===== src/lrdc32_pkg.sv =====
// ----------------------------------------------------------------------------
// lrdc32_pkg: shared types and constants for the log record deframer
// Word layouts of the byte and result channels, kind and status codes, and
// the bytewise CRC-32 update used on the record body.
// ----------------------------------------------------------------------------
package lrdc32_pkg;

  localparam int unsigned DATA_W  = 32;
  localparam int unsigned CFG_IDX_W = 2;

  // Reset values of the configuration registers.
  localparam logic [DATA_W-1:0] MAX_LEN_RESET   = 32'd67108864;
  localparam logic [7:0]        SET_OP_RESET    = 8'd0;
  localparam logic [7:0]        DELETE_OP_RESET = 8'd1;

  // Configuration register indexes.
  localparam logic [CFG_IDX_W-1:0] CFG_MAX_LEN   = 2'd0;
  localparam logic [CFG_IDX_W-1:0] CFG_SET_OP    = 2'd1;
  localparam logic [CFG_IDX_W-1:0] CFG_DELETE_OP = 2'd2;

  // Record layout.
  localparam int unsigned CRC_BYTES  = 4;
  localparam int unsigned TERM_END   = 8;
  localparam int unsigned INDEX_END  = 16;
  localparam int unsigned OP_POS     = 16;
  localparam int unsigned HDR_BYTES  = 21;
  localparam int unsigned VLEN_BYTES = 4;

  localparam logic [31:0] CRC_POLY   = 32'hEDB88320;
  localparam logic [31:0] CRC_PRESET = 32'hFFFFFFFF;

  // Byte kinds.
  localparam logic [2:0] KIND_CRC  = 3'd0;
  localparam logic [2:0] KIND_HDR  = 3'd1;
  localparam logic [2:0] KIND_KEY  = 3'd2;
  localparam logic [2:0] KIND_VLEN = 3'd3;
  localparam logic [2:0] KIND_VAL  = 3'd4;
  localparam logic [2:0] KIND_NONE = 3'd5;

  // Status codes.
  localparam logic [3:0] ST_BUSY      = 4'd0;
  localparam logic [3:0] ST_OK        = 4'd1;
  localparam logic [3:0] ST_END       = 4'd2;
  localparam logic [3:0] ST_KEY_LEN   = 4'd3;
  localparam logic [3:0] ST_VAL_LEN   = 4'd4;
  localparam logic [3:0] ST_CRC       = 4'd5;
  localparam logic [3:0] ST_BAD_OP    = 4'd6;
  localparam logic [3:0] ST_EMPTY_KEY = 4'd7;
  localparam logic [3:0] ST_SET_EMPTY = 4'd8;
  localparam logic [3:0] ST_HALTED    = 4'd9;

  typedef struct packed {
    logic [7:0] data_byte;
    logic       end_of_input;
  } in_word_t;

  typedef struct packed {
    logic [2:0]  byte_kind;
    logic [7:0]  byte_out;
    logic        record_done;
    logic [3:0]  status;
    logic [63:0] term;
    logic [63:0] log_index;
    logic [7:0]  op_code;
    logic [31:0] key_length;
    logic [31:0] value_length;
  } out_word_t;

  // Reflected CRC-32, one byte per call.
  function automatic logic [31:0] crc_byte(input logic [31:0] crc, input logic [7:0] b);
    logic [31:0] c;
    c = crc ^ {24'd0, b};
    for (int i = 0; i < 8; i++) begin
      c = c[0] ? ((c >> 1) ^ CRC_POLY) : (c >> 1);
    end
    return c;
  endfunction

  // Verdict at the end of a record, checks in priority order.
  function automatic logic [3:0] verdict(input logic [31:0] crc,
                                         input logic [31:0] expected,
                                         input logic [7:0]  op,
                                         input logic [31:0] key_len,
                                         input logic [31:0] val_len,
                                         input logic [7:0]  set_op,
                                         input logic [7:0]  delete_op);
    logic [3:0] st;
    if ((crc ^ CRC_PRESET) != expected) begin
      st = ST_CRC;
    end else if (op != set_op && op != delete_op) begin
      st = ST_BAD_OP;
    end else if (key_len == 32'd0) begin
      st = ST_EMPTY_KEY;
    end else if (op == set_op && val_len == 32'd0) begin
      st = ST_SET_EMPTY;
    end else begin
      st = ST_OK;
    end
    return st;
  endfunction

endpackage


===== src/lrdc32_if.sv =====
// ----------------------------------------------------------------------------
// lrdc32_if: valid/ready channels of the log record deframer
// One interface for the incoming byte words and one for the result words.
// ----------------------------------------------------------------------------
interface lrdc32_in_if;
  import lrdc32_pkg::*;

  logic     valid;
  logic     ready;
  in_word_t data;

  modport source (output valid, output data, input ready);
  modport sink   (input valid, input data, output ready);
endinterface

interface lrdc32_out_if;
  import lrdc32_pkg::*;

  logic      valid;
  logic      ready;
  out_word_t data;

  modport source (output valid, output data, input ready);
  modport sink   (input valid, input data, output ready);
endinterface


===== src/log_record_deframer_crc32_core.sv =====
// ----------------------------------------------------------------------------
// log_record_deframer_crc32_core: big-endian log record parser with CRC-32
// Tags every stream byte, assembles the record header and checks the body
// CRC, lengths and op code, giving one result word per input word.
// ----------------------------------------------------------------------------
// The block takes one byte word per clock and returns exactly one result
// word for it in the next cycle; a new word is accepted in every cycle as
// long as the result register is empty or being read in the same cycle. The
// rate is set by the single stage between acceptance and the result register,
// which holds the bytewise CRC-32 update and the 32-bit length compare.
// The term, index, op and length fields on each result show the header
// registers after that byte, so they carry the record under assembly until
// the next record overwrites them. After a corrupt verdict every byte is
// dropped with status halted until a word with end_of_input set arrives.
module log_record_deframer_crc32_core (
  input  logic                                clk,
  input  logic                                rst_n,
  lrdc32_in_if.sink                           in_ch,
  lrdc32_out_if.source                        out_ch,
  input  logic                                cfg_we,
  input  logic [lrdc32_pkg::CFG_IDX_W-1:0]    cfg_index,
  input  logic [lrdc32_pkg::DATA_W-1:0]       cfg_data
);
  import lrdc32_pkg::*;

  typedef enum logic [2:0] {
    PH_CRC  = 3'd0,
    PH_HDR  = 3'd1,
    PH_KEY  = 3'd2,
    PH_VLEN = 3'd3,
    PH_VAL  = 3'd4
  } phase_t;

  phase_t      phase_r, phase_nxt;
  logic [31:0] cnt_r, cnt_nxt;
  logic [31:0] exp_crc_r, exp_crc_nxt;
  logic [63:0] term_r, term_nxt;
  logic [63:0] index_r, index_nxt;
  logic [7:0]  op_r, op_nxt;
  logic [31:0] klen_r, klen_nxt;
  logic [31:0] vlen_r, vlen_nxt;
  logic [31:0] crc_r, crc_nxt;
  logic        halted_r, halted_nxt;

  logic [31:0] max_len_r;
  logic [7:0]  set_op_r;
  logic [7:0]  delete_op_r;

  logic        out_valid_r;
  out_word_t   out_data_r, out_data_nxt;

  logic        in_acc;
  logic [7:0]  b;
  logic [31:0] crc_upd;
  logic [32:0] cnt_inc;
  logic [2:0]  kind;
  logic [7:0]  bout;
  logic [3:0]  status;

  assign in_ch.ready  = !out_valid_r || out_ch.ready;
  assign in_acc       = in_ch.valid && in_ch.ready;
  assign out_ch.valid = out_valid_r;
  assign out_ch.data  = out_data_r;

  assign b       = in_ch.data.data_byte;
  assign crc_upd = crc_byte(crc_r, b);
  assign cnt_inc = {1'b0, cnt_r} + 33'd1;

  always_comb begin
    phase_nxt   = phase_r;
    cnt_nxt     = cnt_r;
    exp_crc_nxt = exp_crc_r;
    term_nxt    = term_r;
    index_nxt   = index_r;
    op_nxt      = op_r;
    klen_nxt    = klen_r;
    vlen_nxt    = vlen_r;
    crc_nxt     = crc_r;
    halted_nxt  = halted_r;
    kind        = KIND_NONE;
    bout        = 8'd0;
    status      = ST_BUSY;

    if (in_ch.data.end_of_input) begin
      phase_nxt  = PH_CRC;
      cnt_nxt    = 32'd0;
      crc_nxt    = CRC_PRESET;
      halted_nxt = 1'b0;
      status     = ST_END;
    end else if (halted_r) begin
      status = ST_HALTED;
    end else begin
      bout    = b;
      cnt_nxt = cnt_inc[31:0];
      unique case (phase_r)
        PH_HDR: begin
          kind    = KIND_HDR;
          crc_nxt = crc_upd;
          if (cnt_r < 32'(TERM_END)) begin
            term_nxt = {term_r[55:0], b};
          end else if (cnt_r < 32'(INDEX_END)) begin
            index_nxt = {index_r[55:0], b};
          end else if (cnt_r == 32'(OP_POS)) begin
            op_nxt = b;
          end else begin
            klen_nxt = {klen_r[23:0], b};
          end
          if (cnt_inc >= 33'(HDR_BYTES)) begin
            cnt_nxt = 32'd0;
            if (klen_nxt > max_len_r) begin
              status = ST_KEY_LEN;
            end else begin
              phase_nxt = (klen_nxt != 32'd0) ? PH_KEY : PH_VLEN;
            end
          end
        end
        PH_KEY: begin
          kind    = KIND_KEY;
          crc_nxt = crc_upd;
          if (cnt_inc >= {1'b0, klen_r}) begin
            cnt_nxt   = 32'd0;
            phase_nxt = PH_VLEN;
          end
        end
        PH_VLEN: begin
          kind     = KIND_VLEN;
          crc_nxt  = crc_upd;
          vlen_nxt = {vlen_r[23:0], b};
          if (cnt_inc >= 33'(VLEN_BYTES)) begin
            cnt_nxt = 32'd0;
            if (vlen_nxt > max_len_r) begin
              status = ST_VAL_LEN;
            end else if (vlen_nxt == 32'd0) begin
              status = verdict(crc_upd, exp_crc_r, op_r, klen_r, vlen_nxt,
                               set_op_r, delete_op_r);
            end else begin
              phase_nxt = PH_VAL;
            end
          end
        end
        PH_VAL: begin
          kind    = KIND_VAL;
          crc_nxt = crc_upd;
          if (cnt_inc >= {1'b0, vlen_r}) begin
            cnt_nxt = 32'd0;
            status  = verdict(crc_upd, exp_crc_r, op_r, klen_r, vlen_r,
                              set_op_r, delete_op_r);
          end
        end
        default: begin
          kind        = KIND_CRC;
          exp_crc_nxt = {exp_crc_r[23:0], b};
          if (cnt_inc >= 33'(CRC_BYTES)) begin
            cnt_nxt   = 32'd0;
            phase_nxt = PH_HDR;
          end
        end
      endcase

      // Any finished record, good or corrupt, restarts the parser.
      if (status >= ST_KEY_LEN) begin
        halted_nxt = 1'b1;
      end
      if (status != ST_BUSY) begin
        phase_nxt = PH_CRC;
        cnt_nxt   = 32'd0;
        crc_nxt   = CRC_PRESET;
      end
    end

    out_data_nxt.byte_kind    = kind;
    out_data_nxt.byte_out     = bout;
    out_data_nxt.record_done  = (status == ST_OK);
    out_data_nxt.status       = status;
    out_data_nxt.term         = term_nxt;
    out_data_nxt.log_index    = index_nxt;
    out_data_nxt.op_code      = op_nxt;
    out_data_nxt.key_length   = klen_nxt;
    out_data_nxt.value_length = vlen_nxt;
  end

  always_ff @(posedge clk) begin
    if (!rst_n) begin
      phase_r     <= PH_CRC;
      cnt_r       <= 32'd0;
      exp_crc_r   <= 32'd0;
      term_r      <= 64'd0;
      index_r     <= 64'd0;
      op_r        <= 8'd0;
      klen_r      <= 32'd0;
      vlen_r      <= 32'd0;
      crc_r       <= CRC_PRESET;
      halted_r    <= 1'b0;
      out_valid_r <= 1'b0;
    end else begin
      if (in_acc) begin
        phase_r   <= phase_nxt;
        cnt_r     <= cnt_nxt;
        exp_crc_r <= exp_crc_nxt;
        term_r    <= term_nxt;
        index_r   <= index_nxt;
        op_r      <= op_nxt;
        klen_r    <= klen_nxt;
        vlen_r    <= vlen_nxt;
        crc_r     <= crc_nxt;
        halted_r  <= halted_nxt;
      end
      if (in_acc) begin
        out_valid_r <= 1'b1;
      end else if (out_ch.ready) begin
        out_valid_r <= 1'b0;
      end
    end
  end

  always_ff @(posedge clk) begin
    if (in_acc) begin
      out_data_r <= out_data_nxt;
    end
  end

  always_ff @(posedge clk) begin
    if (!rst_n) begin
      max_len_r   <= MAX_LEN_RESET;
      set_op_r    <= SET_OP_RESET;
      delete_op_r <= DELETE_OP_RESET;
    end else if (cfg_we) begin
      unique case (cfg_index)
        CFG_MAX_LEN:   max_len_r   <= cfg_data;
        CFG_SET_OP:    set_op_r    <= cfg_data[7:0];
        CFG_DELETE_OP: delete_op_r <= cfg_data[7:0];
        default: begin
        end
      endcase
    end
  end

`ifndef NO_ASSERTIONS
  a_halt_idle: assert property (@(posedge clk) disable iff (!rst_n)
    halted_r |-> (phase_r == PH_CRC && cnt_r == 32'd0 && crc_r == CRC_PRESET))
    else $error("halted parser is not parked at record start");

  a_eoi_clears: assert property (@(posedge clk) disable iff (!rst_n)
    (in_acc && in_ch.data.end_of_input) |=> (!halted_r && phase_r == PH_CRC))
    else $error("end of input did not clear halt and restart the parser");

  a_done_ok: assert property (@(posedge clk) disable iff (!rst_n)
    out_valid_r |-> (out_data_r.record_done == (out_data_r.status == ST_OK)))
    else $error("record_done disagrees with status");

  a_no_byte_zero: assert property (@(posedge clk) disable iff (!rst_n)
    (out_valid_r && out_data_r.byte_kind == KIND_NONE) |->
      (out_data_r.byte_out == 8'd0 &&
       (out_data_r.status == ST_END || out_data_r.status == ST_HALTED)))
    else $error("dropped byte shown with data or wrong status");
`endif

endmodule


===== src/flat_wrapper.sv =====
// flat-port wrapper written by rule: the top's interface ports become plain ports
module log_record_deframer_crc32_core_flat import lrdc32_pkg::*;
  (clk, rst_n, cfg_we, cfg_index, cfg_data, in_ch_valid, in_ch_data, in_ch_ready, out_ch_valid, out_ch_data, out_ch_ready);
  lrdc32_in_if in_ch_i ();
  lrdc32_out_if out_ch_i ();
  input  logic clk;
  input  logic rst_n;
  input  logic cfg_we;
  input  logic [lrdc32_pkg::CFG_IDX_W-1:0] cfg_index;
  input  logic [lrdc32_pkg::DATA_W-1:0] cfg_data;
  input wire logic [$bits(in_ch_i.valid)-1:0] in_ch_valid;
  input wire logic [$bits(in_ch_i.data)-1:0] in_ch_data;
  output wire logic [$bits(in_ch_i.ready)-1:0] in_ch_ready;
  output wire logic [$bits(out_ch_i.valid)-1:0] out_ch_valid;
  output wire logic [$bits(out_ch_i.data)-1:0] out_ch_data;
  input wire logic [$bits(out_ch_i.ready)-1:0] out_ch_ready;
  assign in_ch_i.valid = in_ch_valid;
  assign in_ch_i.data = in_ch_data;
  assign in_ch_ready = in_ch_i.ready;
  assign out_ch_valid = out_ch_i.valid;
  assign out_ch_data = out_ch_i.data;
  assign out_ch_i.ready = out_ch_ready;
  log_record_deframer_crc32_core u_core (.clk(clk), .rst_n(rst_n), .in_ch(in_ch_i), .out_ch(out_ch_i), .cfg_we(cfg_we), .cfg_index(cfg_index), .cfg_data(cfg_data));
endmodule

===== config.mk =====
export PLATFORM = sky130hd
export DESIGN_NAME = log_record_deframer_crc32_core_flat
export DESIGN_NICKNAME = d
export VERILOG_FILES = /design/src/lrdc32_pkg.sv /design/src/lrdc32_if.sv /design/src/log_record_deframer_crc32_core.sv /design/src/flat_wrapper.sv
export SDC_FILE = /design/constraint.sdc
export NUM_CORES = 1
export LEC_CHECK = 0
export BUFFER_PORTS_ARGS = -buffer_cell sky130_fd_sc_hd__buf_4
export CAP_MARGIN = 10
export CORE_MARGIN = 3
export CORE_UTILIZATION = 35
export DETAILED_ROUTE_END_ITERATION = 6
export PLACE_DENSITY_LB_ADDON = 0.2
export SYNTH_ARGS = -nofsm -noshare
export SYNTH_HDL_FRONTEND = slang
export SYNTH_SLANG_ARGS = --single-unit

===== constraint.sdc =====
create_clock -name clk -period 17.8 [get_ports clk]
set_input_delay 3.56 -clock clk [delete_from_list [all_inputs] [get_ports clk]]
set_output_delay 3.56 -clock clk [all_outputs]
set_load 0.02 [all_outputs]

# ---- Word level (Yosys, flattened, before mapping)
# Cells that the tools add are included.
dict set report classes {
  n_mux 84
  add_sub_neg 1
  eq_ne 20
  reduce_logical 24
  bitwise_logic 13
  order_cmp 9
}
# op n
set op_table {}
lappend op_table {{32-bit 2-to-1 mux} 31}
lappend op_table {{64-bit 2-to-1 mux} 9}
lappend op_table {{13-bit inverter with 14-bit output} 8}
lappend op_table {{32-bit zero test} 3}
lappend op_table {{32-bit case mux with 3 select lines} 1}
lappend op_table {{4-bit 2-to-1 mux} 17}
lappend op_table {{33-bit by 32-bit greater-or-equal comparator with 1-bit output} 2}
lappend op_table {{32-bit greater-than comparator} 2}
lappend op_table {{8-bit 2-to-1 mux} 6}
lappend op_table {{32-bit by 1-bit adder with 33-bit output, second input constant} 1}
lappend op_table {{33-bit by 3-bit greater-or-equal comparator with 1-bit output, second input constant} 1}
lappend op_table {{33-bit by 5-bit greater-or-equal comparator with 1-bit output, second input constant} 1}
lappend op_table {{32-bit by 5-bit == test with 1-bit output, second input constant} 1}
lappend op_table {{32-bit by 4-bit less-than comparator with 1-bit output, second input constant} 1}
lappend op_table {{32-bit by 5-bit less-than comparator with 1-bit output, second input constant} 1}
lappend op_table {{32-bit inequality test} 1}
lappend op_table {{32-bit inverter} 1}
lappend op_table {{32-bit nonzero test} 1}
lappend op_table {{32-bit by 8-bit bitwise XOR with 32-bit output} 1}
lappend op_table {{3-bit 2-to-1 mux} 10}
lappend op_table {{3-bit case mux with 4 select lines} 2}
lappend op_table {{8-bit inequality test} 2}
lappend op_table {{4-bit by 2-bit inequality test with 1-bit output, second input constant} 3}
lappend op_table {{4-bit inequality test, second input constant} 3}
lappend op_table {{other kinds (28)} 42}
dict set report word_totals {
  input_bits 48
  elab_cells 174
  ff_bits 565
  out_inout_bits 218
}

# ---- Longest topological paths before layout
# Gate-level depths: netlist of the first run.
dict set report logic_depth {
  depth_word 30
  mapped_depth 22
  depth_no_buf 18
}

# ---- Worst setup path before layout of the first run
# Ideal clock, no wire load.
dict set report synth_timing {
  kind {input -> register}
  startpoint {input port out_ch_ready}
  endpoint {register u_core.out_data_r, in the netlist u_core.out_ch.data[0] (enable)}
  path_buffers 3
  setup_ps 664
  required_ps 17136
  stages 6
  path_slack_ps 6477
  arrival_time_ps 10659
  cell_sequence {nand2b_1 > nand2_1 > inv_1 > clkbuf_1 > clkbuf_1 > clkbuf_1}
}
dict set report synth_via {
  elab_chain_len 2
}
# item line
set synth_rtl {}
lappend synth_rtl {{start: declaration} flat_wrapper.sv:16} ;# input wire logic [$bits(out_ch_i.ready)-1:0] out_ch_ready;
lappend synth_rtl {{1-bit logical OR} log_record_deframer_crc32_core.sv:60} ;# assign in_ch.ready = !out_valid_r || out_ch.ready;
lappend synth_rtl {{1-bit logical AND} log_record_deframer_crc32_core.sv:61} ;# assign in_acc = in_ch.valid && in_ch.ready;
lappend synth_rtl {{net u_core.in_acc} log_record_deframer_crc32_core.sv:52} ;# logic in_acc;
lappend synth_rtl {{end signal: assignment} log_record_deframer_crc32_core.sv:218} ;# out_data_r <= out_data_nxt;
lappend synth_rtl {{end: declaration} log_record_deframer_crc32_core.sv:50} ;# out_word_t out_data_r, out_data_nxt;
# The timed path passes the listed nets, and every way through them passes these cells.
# A chain may end at the register's enable or synchronous reset.

# ---- Final worst setup path of the first run
dict set report layout_timing {
  startpoint {input port in_ch_data[8]}
  endpoint {register u_core.crc_r[26]}
}
dict set report layout_via {
  elab_chain_len 23
  elab_cells_between_ends 43
  cone_classes {order compare: 2; eq/ne: 1; mux: 32; bitwise: 3; reduce/logical: 5}
}
# item line
set layout_rtl {}
lappend layout_rtl {{start: declaration} flat_wrapper.sv:12} ;# input wire logic [$bits(in_ch_i.data)-1:0] in_ch_data;
lappend layout_rtl {{32-bit by 8-bit bitwise XOR with 32-bit output} lrdc32_pkg.sv:72} ;# c = crc ^ {24'd0, b};
lappend layout_rtl {{32-bit 2-to-1 mux} lrdc32_pkg.sv:74} ;# c = c[0] ? ((c >> 1) ^ CRC_POLY) : (c >> 1);
lappend layout_rtl {{13-bit inverter with 14-bit output (no line)} --}
lappend layout_rtl {{32-bit 2-to-1 mux (7 in a row)} lrdc32_pkg.sv:74}
lappend layout_rtl {{32-bit inverter (no line)} --}
lappend layout_rtl {{32-bit inequality test} lrdc32_pkg.sv:88} ;# if ((crc ^ CRC_PRESET) != expected) begin
lappend layout_rtl {{4-bit 2-to-1 mux} lrdc32_pkg.sv:88}
lappend layout_rtl {{4-bit 2-to-1 mux} log_record_deframer_crc32_core.sv:133} ;# end else if (vlen_nxt == 32'd0) begin
lappend layout_rtl {{4-bit 2-to-1 mux} log_record_deframer_crc32_core.sv:131} ;# if (vlen_nxt > max_len_r) begin
lappend layout_rtl {{4-bit 2-to-1 mux} log_record_deframer_crc32_core.sv:129} ;# if (cnt_inc >= 33'(VLEN_BYTES)) begin
lappend layout_rtl {{4-bit case mux with 3 select lines} log_record_deframer_crc32_core.sv:95} ;# unique case (phase_r)
lappend layout_rtl {{4-bit 2-to-1 mux} log_record_deframer_crc32_core.sv:90} ;# end else if (halted_r) begin
lappend layout_rtl {{4-bit 2-to-1 mux} log_record_deframer_crc32_core.sv:84} ;# if (in_ch.data.end_of_input) begin
lappend layout_rtl {{4-bit nonzero test} log_record_deframer_crc32_core.sv:164} ;# if (status != ST_BUSY) begin
lappend layout_rtl {{32-bit 2-to-1 mux} log_record_deframer_crc32_core.sv:164}
lappend layout_rtl {{32-bit 2-to-1 mux} log_record_deframer_crc32_core.sv:90}
lappend layout_rtl {{32-bit 2-to-1 mux} log_record_deframer_crc32_core.sv:84}
lappend layout_rtl {{end signal: assignment} log_record_deframer_crc32_core.sv:205} ;# crc_r <= crc_nxt;
lappend layout_rtl {{end: declaration} log_record_deframer_crc32_core.sv:42} ;# logic [31:0] crc_r, crc_nxt;
# Parallel ways exist; a longest one is shown, timed or not. The select of a mux whose other input is x is not followed.

==> out/summary.txt, run 1 <==
outcome: completed
Setup-failing EPs final: 0
Max clock buf depth: 3
Fin. Hold Viols: 0
Post-CTS Hold Buffers: 0
wire per inst: 21.0 um
register bit total from synthesis: 565
Yosys cell types: 82
crit start category: input port
Mapped Cells: 2916
Final Wtd Congestion: 0.921
clock root buffer: clkbuf_16
largest net degree at the start of global routing: 128
Buf/Inv on CP: 1
worst endpoint data arrival time: 8.23 ns
Synth-to-Final Area Change: 18.2%
initial core utilization: 0.354
Final min period: 7.74 ns
Setup Fix Bufs, Post-CTS: 0
IO Count: 266
grt ovf: 0
initial antenna violation count: 0
Pwr Density: 98.5 nW/um^2
fin util: 0.418
CP max-delay cell: nor2b_1
CP max FO: 24
worst-margin pin slew: 1.21 ns
Post-synth top flop: dfxtp_1
dpl hpwl: 62700 um
kind of critical path: input port to flip-flop
Max Cap Violations: 0
Synth Area in Simple Gates: 0.183
CTS Buf Count: 67
asr flop ratio synth: 0
Synth warnings: 0
Worst-path clk slew: 0.06 ns
Rel. slew slack: 0.184
post-synthesis sequential area ratio: 0.482
count of final max-slew check failures: 0
Clock Skews: 0.0160 ns
Reg2Reg Depth: 18
Num Clock Sinks: 565
# rows: 103
DR iter-0 viols: 1770
most common cell after layout, fill and taps aside: nor2_1
Compound-Gate Fraction of Synth Area: 0.102
die span in y: 289 um
RSZ-0062 raised after global routing: no
CP endpoint kind: flip-flop
overall routing resource usage: 0.207
post-route ant nets: 0
Vias/cell: 5.29
Clock Latency Late Sink: 0.61 ns
vias: 22168
Die ar.: 83300 sq um
most frequent cells in the layout: nor2_1, dfxtp_1, nand2_1
Post-Synth XOR/XNOR Area: 0.0644
# DRC: 0
Hold Path Cell Cnt: 2
maximum vdd drop: 0.0000561 V
slowest stage delay, CP: 0.58 ns
IO buf count: 265
vias in the first global route: 21721
CP required: 18.29 ns
routed wire length: 88100 um
Die W: 289 um
DRT Pass-1 Iters: 5
Lkg Pwr: 13.2 nW
share of layout cells above drive strength 1: 0.183
synthesized net count: 3094
fmax: 129 MHz
TNS Setup: 0 ns
CTS resizes: 0
WP depth: 12
crit-path cells: buf_4 -> xnor2_4 -> xor2_1 -> xnor2_1 -> mux2_1 -> or4_1 -> nor4b_2 -> a31oi_1 -> a211oi_2 -> nor2b_1 -> nand4_4 -> o32a_1
area of the core: 79000 sq um
Synth Area in Adders: 0.0582
main combinational cell family by area after synthesis: simple AND/OR/NAND/NOR gates
CTS H-tree depth: 3
syn avg cell area: 9.59 sq um
TritonCTS clock tree: built
Hold Crit Class: flip-flop to flip-flop
CP top delay family: simple AND/OR/NAND/NOR gates
post-synthesis mux area share: 0.0688
first-pass GRT wire length: 133000 um
nets: 3267
Mapped Area: 28000 sq um
Post-synth EDFFs: 216
Final Cycle Share: 0.435
[where the power goes]
group | total, mW | internal, mW | switching [mW]
logic | 0.393 | 0.154 | 0.239
registers | 1.46 | 1.42 | 0.0456
clock network | 1.40 | 0.825 | 0.574
[worst min-delay path: stages (launching register included)]
cell and delay [ns]:
dfxtp_1 0.31, nand2_1 0.05, a21oi_1 0.05
[synthesized netlist by cell type (23+ instances only)]
| cell | number | area, sq um |
|---|---|---|
| nand2_1 | 317 | 1190 |
| mux2_2 | 143 | 1610 |
| a211oi_1 | 36 | 270 |
| a21o_1 | 38 | 285 |
| mux2i_1 | 30 | 300 |
| nor4_1 | 27 | 169 |
| xor2_1 | 36 | 315 |
| o22a_1 | 23 | 201 |
| ha_1 | 130 | 1630 |
| edfxtp_1 | 216 | 6490 |
| clkbuf_1 | 161 | 604 |
| nand3_1 | 45 | 225 |
| nor2_1 | 408 | 1530 |
| nor3_1 | 178 | 891 |
| nand4_1 | 56 | 350 |
| a21oi_1 | 163 | 816 |
| xnor2_1 | 92 | 806 |
| dfxtp_1 | 349 | 6990 |
| o21ai_0 | 100 | 500 |
| inv_1 | 116 | 435 |
[area by class of cell]
cell class,count,area (sq um)
Fill cell,7568,46000
Sequential cell,565,13500
Multi-Input combinational cell,2049,13400
Timing Repair Buffer,289,2170
Clock buffer,86,1790
Tap cell,1050,1310
Clock inverter,36,457
Inverter,117,454
Antenna cell,2,5.00
[registers in the layout (all words and copies together) (netlist names), 8 cells and up]
name and cells:
u_core.term_r 64, u_core.vlen_r 32, u_core.delete_op_r 8, u_core.op_r 8, u_core.index_r 64, u_core.set_op_r 8
u_core.exp_crc_r 32, u_core.max_len_r 32, u_core.klen_r 32, u_core.crc_r 32, u_core.cnt_r 32, u_core.out_ch.data 216
[per-stage QoR]
stage          setup WS (ns)  hold WS, ns  power [mW]  cells  cell area (sq um)
5_1_grt                 9.91        0.477        3.39   4192              33000
2_1_floorplan           6.48        0.436        1.74   2916              28000
4_1_cts                10.12        0.459        3.30   4191              33000
6_report               10.06        0.454        3.26   4194              33000
3_5_place_dp            9.49        0.451        1.89   4069              30800
3_3_place_gp            9.46        0.448        1.88   4069              30800
[cell families (layout without fill, tap and decap cells)]
logic type / Yosys count / in the layout
and+or+nand+nor: 1133 / 1133
DFF: 565 / 565
AOI/OAI and AO/OA: 454 / 454
buffers and inverters: 302 / 528
muxes: 174 / 174
xor gates and xnor gates: 158 / 158
adders and majority gates: 130 / 130
other: 0 / 2
[layer usage]
| layer | track usage | routed length (um) | part of all wire | vias to the layer above |
|---|---|---|---|---|
| li1 | - | - | - | 10603 |
| met1 | 0.274 | 38500 | 0.44 | 10652 |
| met2 | 0.338 | 40900 | 0.46 | 738 |
| met3 | 0.0333 | 5120 | 0.058 | 175 |
| met4 | 0.0820 | 3550 | 0.040 | 0 |
| met5 | 0 | 0 | 0 | - |
[final timing paths]
path | start | endpoint | slack (ns)
max | in_ch_data[8] | u_core.crc_r[26] | 10.06
min | u_core.max_len_r[24] | u_core.max_len_r[24] | 0.45
max reg2reg | u_core.cnt_r[0] | u_core.crc_r[26] | 11.15
min reg2reg | u_core.max_len_r[24] | u_core.max_len_r[24] | 0.45
Power figures use the tool's default switching activity.
==> run 2: changes to the inputs <==
- ABC_AREA: default -> 1
- clock period: 17.8 -> 7.2 ns (I/O delays scaled with it)
==> out/summary.txt, run 2 <==
share of the synthesized area in the top cell type: 0.235
IO buf count: 265
count of final max-slew check failures: 0
kind of critical path: flip-flop to flip-flop
Hold Crit Class: flip-flop to flip-flop
Clock Skews: 0.0346 ns
overall routing resource usage: 0.214
Mapped Area: 29800 sq um
share of layout cells above drive strength 1: 0.109
post-route cell area: 35100 sq um
most frequent cells in the layout: nand2_1, inv_1, o21ai_0
Area contributors post-synth: dfxtp_1, edfxtp_1, nand2_1, o21ai_0, inv_1
Clock Latency Late Sink: 0.62 ns
Hold Crit Start: u_core.exp_crc_r[28]
vias: 26772
fmax: 172 MHz
synthesized net count: 4203
largest net degree at the start of global routing: 233
Fin. Hold Viols: 0
# rows: 106
fin cells: 5402
post-route ant nets: 0
vias in the first global route: 24374
Final min period: 5.80 ns
Critical path origin: u_core.cnt_r[7]
worst endpoint data arrival time: 6.29 ns
Mapped Cells: 4025
wire per inst: 18.1 um
Yosys cell types: 46
maximum vdd drop: 0.000147 V
outcome: completed
crit start category: flip-flop
Synth-to-Final Area Change: 17.9%
Worst-path clk slew: 0.06 ns
TritonCTS clock tree: built
Max Cap Violations: 0
Post-CTS Hold Buffers: 0
initial core utilization: 0.355
grt ovf: 0
dpl cell area: 32800 sq um
worst-margin pin slew: 1.22 ns
Post-synth EDFFs: 216
Final Cycle Share: 0.806
asr flop ratio synth: 0
die span in y: 298 um
CP max FO: 25
initial antenna violation count: 2
first-pass GRT wire length: 148000 um
most common cell after layout, fill and taps aside: nand2_1
top-count cell post-synth: nand2_1
nets: 4391
Setup-failing EPs final: 0
Die ar.: 88600 sq um
CTS H-tree depth: 3
hold_ws: 0.469 ns
Largest register FFs: 216
Vias/cell: 4.96
area leader, netlist: dfxtp_1
IO Count: 266
DR iter-0 viols: 2118
Synth warnings: 0
Pwr Density: 255 nW/um^2
Num Clock Sinks: 565
Rel. slew slack: 0.182
clock root buffer: clkbuf_16
CTS resizes: 0
syn avg cell area: 7.40 sq um
dpl hpwl: 70700 um
# DRC: 0
Lkg Pwr: 16.8 nW
Max clock buf depth: 3
register bit total from synthesis: 565
CP endpoint kind: flip-flop
Setup Fix Bufs, Post-CTS: 0
CP required: 7.69 ns
most frequent cells after synthesis: nand2_1, inv_1, o21ai_0
Post-synth top flop: dfxtp_1
RSZ-0062 raised after global routing: no
Die W: 298 um
Inst Count DP: 5277
Final Wtd Congestion: 0.928
post-synthesis sequential area ratio: 0.453
routed wire length: 97600 um
RR Startpoint: u_core.cnt_r[7]
area of the core: 84000 sq um
CTS Buf Count: 67
DRT Pass-1 Iters: 6
TNS Setup: 0 ns
-- run 2: cell types whose count changed after synthesis, sizes merged, moves of 136 or more --
cell   before  now
nand2     317  992
inv       116  645
o21ai     101  529
a21oi     163  366
nor3      179   15
mux2      144    0
nor2      408  272
-- run 2: kinds of logic (layout without fill, tap and decap cells) --
group           after synthesis  in the layout  share of synthesized area
compound gates              921            921                      0.157
fa+ha+maj                   130            130                     0.0546
buf+inv                     817           1058                      0.105
simple gates               1551           1551                      0.219
flops                       565            565                      0.453
xor+xnor                     41             41                     0.0126
other cells                   0              2                          0
-- run 2: layout make-up --
type	count	area [sq um]
Antenna cell	2	5.00
Clock buffer	87	1840
Clock inverter	35	468
Fill cell	8681	48900
Inverter	648	2450
Multi-Input combinational cell	2643	13200
Sequential cell	565	13500
Tap cell	1134	1420
Timing Repair Buffer	288	2210
-- run 2: path summary, 6_finish.rpt --
path,to,slack [ns],cells after the start
max reg2reg,u_core.crc_r[27],1.40,22
min reg2reg,u_core.exp_crc_r[28],0.47,2
max,u_core.crc_r[27],1.40,22
min,u_core.exp_crc_r[28],0.47,2
-- run 2: routing by layer --
metal,routed length (um),track usage
met4,3080,0.0752
met2,42200,0.327
met5,0,0
met3,6440,0.0380
met1,45800,0.302
-- run 2: critical path, cell delays in order, from the launching register on --
cell	delay, ns
dfxtp_1	0.34
inv_1	0.09
nand2_1	0.08
nor3_1	0.58
nand2_1	0.66
nand2_1	0.83
buf_4	0.38
nand2_1	0.07
o21ai_0	0.15
inv_1	0.08
ha_1	0.30
nand2_1	0.08
nor4_1	0.33
a31oi_1	0.16
a21boi_0	0.19
nand2_1	0.19
nand3_1	0.15
nor2_4	0.21
nand3_4	0.25
inv_4	0.30
nand2_1	0.10
nand2_1	0.07
nand2_1	0.05
-- run 2: stage by stage --
step,utilization,total power [mW],setup WS [ns]
after detailed placement,0.390,5.44,1.54
after global routing,0.418,9.41,0.892
after CTS,0.418,9.05,1.50
final,0.418,8.96,1.40
after global placement,0.390,5.43,1.73
after floorplan,-,4.85,1.95
-- run 2: where the power goes --
part | total [mW] | switching, mW | internal (mW)
Clock | 3.57 | 1.45 | 2.12
Combinational | 1.68 | 1.15 | 0.531
Sequential | 3.71 | 0.129 | 3.58
